--- config.mk ---
export PLATFORM = sky130hd
export DESIGN_NAME = color_transform_stack_core
export DESIGN_NICKNAME = d
export VERILOG_FILES = /design/src/sv/cts_pkg.sv /design/src/sv/cts_alu.sv /design/src/sv/color_transform_stack_core.sv
export SDC_FILE = /design/constraint.sdc
export NUM_CORES = 2
export LEC_CHECK = 0
export BUFFER_PORTS_ARGS = -buffer_cell sky130_fd_sc_hd__buf_2
export CAP_MARGIN = 40
export CELL_PAD_IN_SITES_DETAIL_PLACEMENT = 0
export CELL_PAD_IN_SITES_GLOBAL_PLACEMENT = 1
export CORE_MARGIN = 4
export CORE_UTILIZATION = 48
export CTS_CLUSTER_SIZE = 24
export DETAILED_ROUTE_END_ITERATION = 10
export PLACE_DENSITY_LB_ADDON = 0.1
export SETUP_SLACK_MARGIN = 0.2
export SLEW_MARGIN = 5
export SYNTH_ARGS = -nofsm -noshare
export SYNTH_HDL_FRONTEND = slang
export SYNTH_HIERARCHICAL = 1
export SYNTH_SLANG_ARGS = --single-unit
--- constraint.sdc ---
create_clock -name clk -period 8.5 [get_ports clk]
set_clock_uncertainty 0.05 [all_clocks]
set_input_delay 0.425 -clock clk [delete_from_list [all_inputs] [get_ports clk]]
set_output_delay 0.425 -clock clk [all_outputs]
set_load 0.005 [all_outputs]
--- src/sv/cts_pkg.sv ---
// shared types for the color transform stack: operation codes and the
// packed multiplier/offset transform; no dependencies
package cts_pkg;

  typedef enum logic [2:0] {
    KIND_SAVE     = 3'd0,
    KIND_RESTORE  = 3'd1,
    KIND_CONCAT   = 3'd2,
    KIND_OFFSET   = 3'd3,
    KIND_MULTIPLY = 3'd4,
    KIND_ALPHA    = 3'd5
  } kind_t;

  // channels packed abgr: r in bits 7:0, a in bits 31:24
  typedef struct packed {
    logic [31:0] offset;
    logic [31:0] scale;
  } xform_t;

endpackage

--- src/sv/cts_alu.sv ---
// per-channel transform arithmetic: the 8-bit channel products and the
// saturating offset adds; uses cts_pkg
module cts_alu (
  input  logic [2:0]      kind,
  input  cts_pkg::xform_t cur,
  input  logic [31:0]     scale_word,
  input  logic [31:0]     offset_word,
  input  logic [7:0]      alpha_factor,
  output cts_pkg::xform_t xf_nxt
);
  import cts_pkg::*;

  // (x * y * 258) >> 16, kept to 8 bits
  function automatic logic [7:0] mul8(input logic [7:0] x, input logic [7:0] y);
    logic [15:0] p;
    logic [24:0] q;
    p = x * y;
    q = {1'b0, p, 8'b0} + {8'b0, p, 1'b0};
    return q[23:16];
  endfunction

  function automatic logic [7:0] sat8(input logic [8:0] v);
    return v[8] ? 8'hFF : v[7:0];
  endfunction

  logic [31:0] word_prod;
  logic [31:0] off_sum;
  logic [7:0]  alpha_prod;

  for (genvar k = 0; k < 4; k++) begin : g_lane
    assign word_prod[8*k +: 8] = mul8(cur.scale[8*k +: 8], scale_word[8*k +: 8]);
    if (k < 3) begin : g_rgb
      // rgb offsets are scaled by the old multiplier before the add
      assign off_sum[8*k +: 8] = sat8({1'b0, cur.offset[8*k +: 8]} +
                                      {1'b0, mul8(offset_word[8*k +: 8],
                                                  cur.scale[8*k +: 8])});
    end else begin : g_a
      assign off_sum[8*k +: 8] = sat8({1'b0, cur.offset[8*k +: 8]} +
                                      {1'b0, offset_word[8*k +: 8]});
    end
  end

  assign alpha_prod = mul8(cur.scale[31:24], alpha_factor);

  always_comb begin
    xf_nxt = cur;
    unique case (kind_t'(kind))
      KIND_CONCAT: begin
        xf_nxt.offset = off_sum;
        xf_nxt.scale  = word_prod;
      end
      KIND_OFFSET:   xf_nxt.offset = off_sum;
      KIND_MULTIPLY: xf_nxt.scale  = word_prod;
      KIND_ALPHA:    xf_nxt.scale  = {alpha_prod, cur.scale[23:0]};
      default: ;
    endcase
  end

endmodule

--- src/sv/color_transform_stack_core.sv ---
// top level of the color transform stack: current transform, save stack
// memory, operation sequencing and result register; uses cts_pkg, cts_alu
//
// Each input word is one operation on the current RGBA transform and yields
// exactly one result word (transform after the operation, stack level, error).
// Save, concat, offset, multiply, alpha scale and unused codes load the result
// register directly; a restore that pops goes through S_READ, as the saved
// transform comes from a registered stack memory read. One operation is in
// flight at a time; the result register lets the next operation be accepted in
// the same cycle that the previous result is taken. The stack memory holds
// STACK_DEPTH-1 transforms, needs no clearing after reset, and a push onto a
// full stack or a pop from an empty one flags error and changes nothing.
module color_transform_stack_core #(
  parameter int STACK_DEPTH = 16
) (
  input  logic        clk,
  input  logic        rst_n,
  input  logic        in_valid,
  output logic        in_stall,
  input  logic [2:0]  in_kind,
  input  logic [31:0] in_scale_word,
  input  logic [31:0] in_offset_word,
  input  logic [7:0]  in_alpha_factor,
  output logic        out_valid,
  input  logic        out_stall,
  output logic [31:0] out_cur_scale,
  output logic [31:0] out_cur_offset,
  output logic [3:0]  out_stack_level,
  output logic        out_error
);
  import cts_pkg::*;

  localparam int SLOTS = STACK_DEPTH - 1;
  localparam int PW    = $clog2(STACK_DEPTH);
  localparam int AW    = (SLOTS > 1) ? $clog2(SLOTS) : 1;
  localparam xform_t XFORM_RESET = '{offset: 32'h0, scale: 32'hFFFF_FFFF};

  typedef enum logic {S_IDLE, S_READ} state_t;

  state_t          state_r;
  logic [PW-1:0]   ptr_r;
  xform_t          cur_r;
  logic            out_valid_r;
  logic [31:0]     out_scale_r;
  logic [31:0]     out_offset_r;
  logic [3:0]      out_level_r;
  logic            out_error_r;
  xform_t          rd_data_r;
  xform_t          stack_mem [SLOTS];

  xform_t          alu_xf;
  logic [PW-1:0]   ptr_dec;
  logic [PW-1:0]   ptr_nxt;
  logic [AW-1:0]   rd_addr;
  logic            err_nxt;
  logic            save_ok;
  logic            pop_go;
  logic            accept;
  logic            out_load;

  cts_alu u_alu (
    .kind         (in_kind),
    .cur          (cur_r),
    .scale_word   (in_scale_word),
    .offset_word  (in_offset_word),
    .alpha_factor (in_alpha_factor),
    .xf_nxt       (alu_xf)
  );

  assign in_stall = (state_r != S_IDLE) || (out_valid_r && out_stall);
  assign accept   = in_valid && !in_stall;
  assign ptr_dec  = ptr_r - PW'(1);
  assign rd_addr  = ptr_dec[AW-1:0];
  // a result word is loaded by a finished restore or any other accepted word
  assign out_load = (state_r == S_READ) || (accept && !pop_go);

  always_comb begin
    ptr_nxt = ptr_r;
    err_nxt = 1'b0;
    save_ok = 1'b0;
    pop_go  = 1'b0;
    unique case (kind_t'(in_kind))
      KIND_SAVE: begin
        if (ptr_r >= PW'(SLOTS)) begin
          err_nxt = 1'b1;
        end else begin
          save_ok = 1'b1;
          ptr_nxt = ptr_r + PW'(1);
        end
      end
      KIND_RESTORE: begin
        if (ptr_r == '0) begin
          err_nxt = 1'b1;
        end else begin
          pop_go  = 1'b1;
          ptr_nxt = ptr_dec;
        end
      end
      default: ;
    endcase
  end

  // stack memory: one write port, one registered read port
  always_ff @(posedge clk) begin
    if (accept && save_ok) begin
      stack_mem[ptr_r[AW-1:0]] <= cur_r;
    end
    rd_data_r <= stack_mem[rd_addr];
  end

  always_ff @(posedge clk) begin
    if (!rst_n) begin
      state_r     <= S_IDLE;
      ptr_r       <= '0;
      cur_r       <= XFORM_RESET;
      out_valid_r <= 1'b0;
    end else begin
      if (out_load) begin
        out_valid_r <= 1'b1;
      end else if (out_valid_r && !out_stall) begin
        out_valid_r <= 1'b0;
      end
      unique case (state_r)
        S_IDLE: begin
          if (accept) begin
            ptr_r <= ptr_nxt;
            if (pop_go) begin
              state_r <= S_READ;
            end else begin
              cur_r        <= alu_xf;
              out_scale_r  <= alu_xf.scale;
              out_offset_r <= alu_xf.offset;
              out_level_r  <= 4'(ptr_nxt);
              out_error_r  <= err_nxt;
            end
          end
        end
        S_READ: begin
          // popped transform is taken from the registered read data
          cur_r        <= rd_data_r;
          out_scale_r  <= rd_data_r.scale;
          out_offset_r <= rd_data_r.offset;
          out_level_r  <= 4'(ptr_r);
          out_error_r  <= 1'b0;
          state_r      <= S_IDLE;
        end
        default: state_r <= S_IDLE;
      endcase
    end
  end

  assign out_valid       = out_valid_r;
  assign out_cur_scale   = out_scale_r;
  assign out_cur_offset  = out_offset_r;
  assign out_stack_level = out_level_r;
  assign out_error       = out_error_r;

  a_ptr_range: assert property (@(posedge clk) disable iff (!rst_n)
    ptr_r <= PW'(SLOTS))
    else $error("stack pointer beyond saved slots");

  a_read_after_pop: assert property (@(posedge clk) disable iff (!rst_n)
    state_r == S_READ |-> $past(accept && pop_go))
    else $error("read state entered without a pop");

  a_push_moves_ptr: assert property (@(posedge clk) disable iff (!rst_n)
    accept && save_ok |=> ptr_r == $past(ptr_r) + PW'(1))
    else $error("save did not advance the stack pointer");

  a_no_accept_on_held: assert property (@(posedge clk) disable iff (!rst_n)
    out_valid_r && out_stall |-> in_stall)
    else $error("input taken while result word is held");

endmodule

After elaboration in Yosys (flattened, before gate mapping)
Memories as Yosys holds them, arrays and structs flattened. A register that Yosys moved wholly into a read port is not among the register bits.
Index checks and enable logic that the tools add are counted.
Widths: inputs -> output; s select.
{ "totals": {"ff_bits": 139, "mem_bits_rw": 960, "input_bits": 79, "out_inout_bits": 71, "word_cells": 97, "n_memories": 1} }
{ "op_classes": {"addsub": 14, "n_mul": 8, "magnitude_cmp": 1, "eq_ne": 7, "mux": 38, "bitwise": 1, "reduce_logical": 18} }
{ "memory_table": {"columns": ["memory", "depth", "word_bits", "rd", "rd_ports_with_merged_regs", "write_ports", "line", "text"], "rows": [
  ["stack_mem", 15, 64, 1, 1, 1, "color_transform_stack_core.sv:49", "xform_t stack_mem [SLOTS];"]
]} }
{ "op_table": {"columns": ["op", "n"], "rows": [
  ["$add 24x17->24", 8],
  ["$pmux 32 s2", 3],
  ["$mux 32", 5],
  ["$mul 8x8->16", 8],
  ["$mux 64", 2],
  ["$pmux 64 s2", 1],
  ["$add 8x8->9", 4],
  ["$mux 8", 4],
  ["$mux 4", 4],
  ["$pmux 4 s2", 2],
  ["$mux 1", 14],
  ["$eq 3x2->1 const B", 2],
  ["$eq 3x3->1 const B", 2],
  ["$pmux 1 s2", 3],
  ["$logic_and 1x1->1", 5],
  ["$add 4x1->4 const B", 1],
  ["$ge 4x4->1 const B", 1],
  ["$logic_not 4->1", 1],
  ["$ne 2x2->1 const B", 2],
  ["$reduce_and 2->1", 2],
  ["$reduce_or 2->1", 2],
  ["$sub 4x1->4 const B", 1],
  ["$eq 3x1->1 const B", 1],
  ["$logic_not 1->1", 3],
  ["5 further kinds", 6]
]} }

Depth between registers and ports, before layout
{ "depth": {"ltp_word": 8, "mapped_depth": 38, "ltp_nobuf": 38} }

Cells and area by module
The synthesis kept the hierarchy.
{ "by_module_without_submodules": {"columns": ["module", "n_inst", "cells_per_inst", "area_each_um2", "seq_area_each_um2"], "rows": [
  ["color_transform_stack_core", 1, 2407, 44082.3, 33582.2],
  ["cts_alu", 1, 2572, 21061.4, 0.0]
]} }

Least setup slack after synthesis
OpenSTA, ideal clock, no wires.
{ "synth_timing": {"path_kind": "reg2reg", "start": "reg cur_r[2] (netlist name)", "end": "reg cur_r[33] (netlist name)", "setup_ns": 0.116, "arrival_time_ns": 7.791, "t_required_ns": 8.334, "path_slack_ns": 0.543, "path_stages_with_launch": 38, "n_path_buf": 1, "synth_period_minus_slack_ns": 7.957, "cell_sequence": "dfxtp_1 clkbuf_1 nand2_1 fa_1 fa_1 inv_1 fa_1 inv_1 fa_1 inv_1 ha_1 o21ai_0 nor2_1 o21a_1 nor2_1 xor2_1 inv_1 ha_1 [2 not listed] o31ai_1 a31o_2 a31oi_1 o31ai_1 a21oi_1 nor2_1 xor2_1 ha_1 a21oi_1 o21ai_0 a21oi_1 o21ai_0 a21o_1 a211o_1 inv_1 a22oi_1 mux2_2 o211a_1"} }
{ "synth_rtl": {"columns": ["item", "line", "text"], "rows": [
  ["from (decl)", "color_transform_stack_core.sv:42", "xform_t cur_r;"],
  ["from (signal assigned)", "color_transform_stack_core.sv:130", "cur_r <= alu_xf;"],
  ["from (signal assigned)", "color_transform_stack_core.sv:140", "cur_r <= rd_data_r;"]
]} }

==> out/results.tsv <==
metric	value	unit
Sink Count	1163	
H-tree depth	3	
core area	134000	µm²
Multi-input gate area	29200	µm²
crit start category	flop	
fin nets	5940	
clock root cell	clkbuf_16	
Cell Rows	134	
Critical Path Fanout Max	21	
Synth Flop Type	edfxtp_1	
Setup-failing EPs final	0	
CTS tree	built	
Max Root-Sink Buffers	3	
Synth area leaders	edfxtp_1, fa_1, ha_1	
R2R depth	30	
number of routed nets with antenna violations	0	
HP Class	in -> reg	
Routability Congestion	0.819	
Crit path largest cell delay	0.55	ns
Die Area	142000	µm²
Setup TNS Final	0	ns
CP top delay family	adder cells	
number of cells on the critical path	30	
CP endpoint kind	flop	
TritonCTS buffer count	115	
Yosys top cell by area	edfxtp_1	
final hold viol count	0	
drt pass-1 iters	5	
#FFs+latches synth	1163	
sequential area share after synthesis	0.516	
DR iter-0 viols	3385	
hold depth	4	
residual DRC count	0	
IO Port Bufs	149	
mapped cell area	65100	µm²
Post-Syn Nets	5736	
worst-skew pair later-pin latency	0.72	ns
RSZ-0062 raised after global routing	no	
via/cell ratio	5.72	
starting density of the core	0.486	
ys async rst share	0	
vias in the first global route	40800	
IO Count	150	
Clock transition at path regs	0.06	ns
remaining global-route overflow	0	
Critical Path RT	9.06	ns
DR vias	40300	
filler cell count in the final layout	11300	
MaxCap Viol Count	0	
Synth warnings	6	
Yosys top cell area share	0.474	
Avg Cell Area, Syn	13.1	µm²
pin count of the biggest net entering global routing	104	
Buf/Inv on CP	3	
max-slew violation count	0	
Total Wirelength	169	mm
CP arrival	8.53	ns
synth unique cells	94	
Worst Tran Pin Value	0.950	ns
Final Critical Period	7.97	ns
outcome	complete, no violations	
die span in x	376	µm
crit path kind	reg -> reg	
total track usage	0.238	
die height	376	µm
initial antenna violation count	10	
Max-slew headroom	0.367	
HPWL after detailed placement	108	mm
Post-synth EDFFs	1029	
slowest CP cell	fa_1	
P&R area growth vs syn	11.7	%
Tcrit/Tclk final	0.937	
cells after synthesis	4979	
crit-path most repeated cell	fa_1	
DR WL/cell	24.0	µm
FF/Latch Area	33600	µm²
Fmax achieved	0.125	GHz
share of cells above drive strength 1	0.152	
first-pass GRT wire length	258	mm
-- layout by cell type (no fill, tap or decap), types with 129 or more instances in the layout --
master    Yosys  routed
ha_1        386     381
buf_2        43     148
edfxtp_1   1029    1029
fa_1        292     292
a21oi_1     225     221
mux2_2      129     129
and2_1      330     330
mux2i_1     130     130
o21ai_0     157     151
nand2_1     402     400
nor2_1      171     159
inv_1       440     437
-- final cells by class --
| type | instances | share of cell area |
|---|---|---|
| flip-flops and latches | 1163 | 0.462 |
| multi-input cells | 3173 | 0.401 |
| clock buffers | 166 | 0.0448 |
| repair buffers | 288 | 0.0308 |
| well taps | 1768 | 0.0304 |
| inverters | 442 | 0.0228 |
| clock inverters | 54 | 0.00842 |
| diodes | 1 | 0.0000344 |
-- layer usage --
metal,wire (µm),global-route usage,vias to the layer above
met5,0,0,-
met4,2540,0.0407,0
met3,9470,0.0281,179
met2,80100,0.390,1110
met1,77100,0.349,20600
li1,-,-,18400
-- through the flow --
stage / cell area [µm²] / setup slack, ns / cells / hold WS (ns) / util
2_1_floorplan: 65100 / 0.543 / 4979 / 0.476 / -
3_3_place_gp: 68100 / 0.298 / 6803 / 0.496 / 0.508
3_5_place_dp: 68700 / 0.213 / 6827 / 0.493 / 0.512
4_1_cts: 72600 / 0.317 / 7049 / 0.0991 / 0.541
5_1_grt: 72800 / 0.185 / 7054 / 0.143 / 0.543
6_report: 72800 / 0.532 / 7055 / 0.148 / 0.543
-- repair_timing --
action | in CTS | in global routing
hold buffers | 2 | 0
gates resized for setup | 0 | 49
hold endpoints to repair | 2 | 0
buffers inserted | 0 | 5
endpoints found under the setup margin | 0 | 54
-- tightest hold or removal path, stage by stage --
cell     delay (ns)
buf_2          0.08
a21oi_1        0.10
nand2_1        0.19
nor3_1         0.08
-- state kept, by name, summed over array words and instances (netlist names) --
register / flops
ptr_r: 4
cur_r: 64
out_cur_scale: 32
out_valid: 1
out_stack_level: 4
stack_mem: 960
out_error: 1
state_r: 1
out_cur_offset: 32
rd_data_r: 64
-- Yosys cell counts (14+ instances only) --
cell,count
buf_6,16
o21bai_1,14
nor2_1,171
clkbuf_1,112
inv_1,440
and2_1,330
a211oi_1,82
mux2_2,129
buf_2,43
o211a_1,33
nand2_1,402
o31ai_1,14
a31oi_1,18
xor2_1,71
buf_4,21
nor3_1,75
edfxtp_1,1029
dfxtp_1,134
a21o_1,48
o32a_1,64
o21ai_0,157
nand3_1,35
mux4_2,128
ha_1,386
or3_1,35
xnor2_1,105
mux2i_1,130
fa_1,292
a21oi_1,225
o21ai_1,34
-- cells by family after synthesis --
kind of cell / share of synthesized area
compound gates: 0.0810
flops: 0.516
simple gates: 0.0858
fa+ha+maj: 0.164
xor+xnor: 0.0257
mux: 0.0869
buf+inv: 0.0409
-- worst paths after layout --
path,start,endpoint,slack (ns)
worst max-delay path,cur_r[11],cur_r[47],0.53
worst min-delay path,out_stall,state_r,0.15
worst max register to register,cur_r[11],cur_r[47],0.53
worst min register to register,rd_data_r[55],out_cur_offset[23],0.51
Power is not shown: default switching activity piles up to over one toggle a cycle in this logic, so the estimate is an artifact.
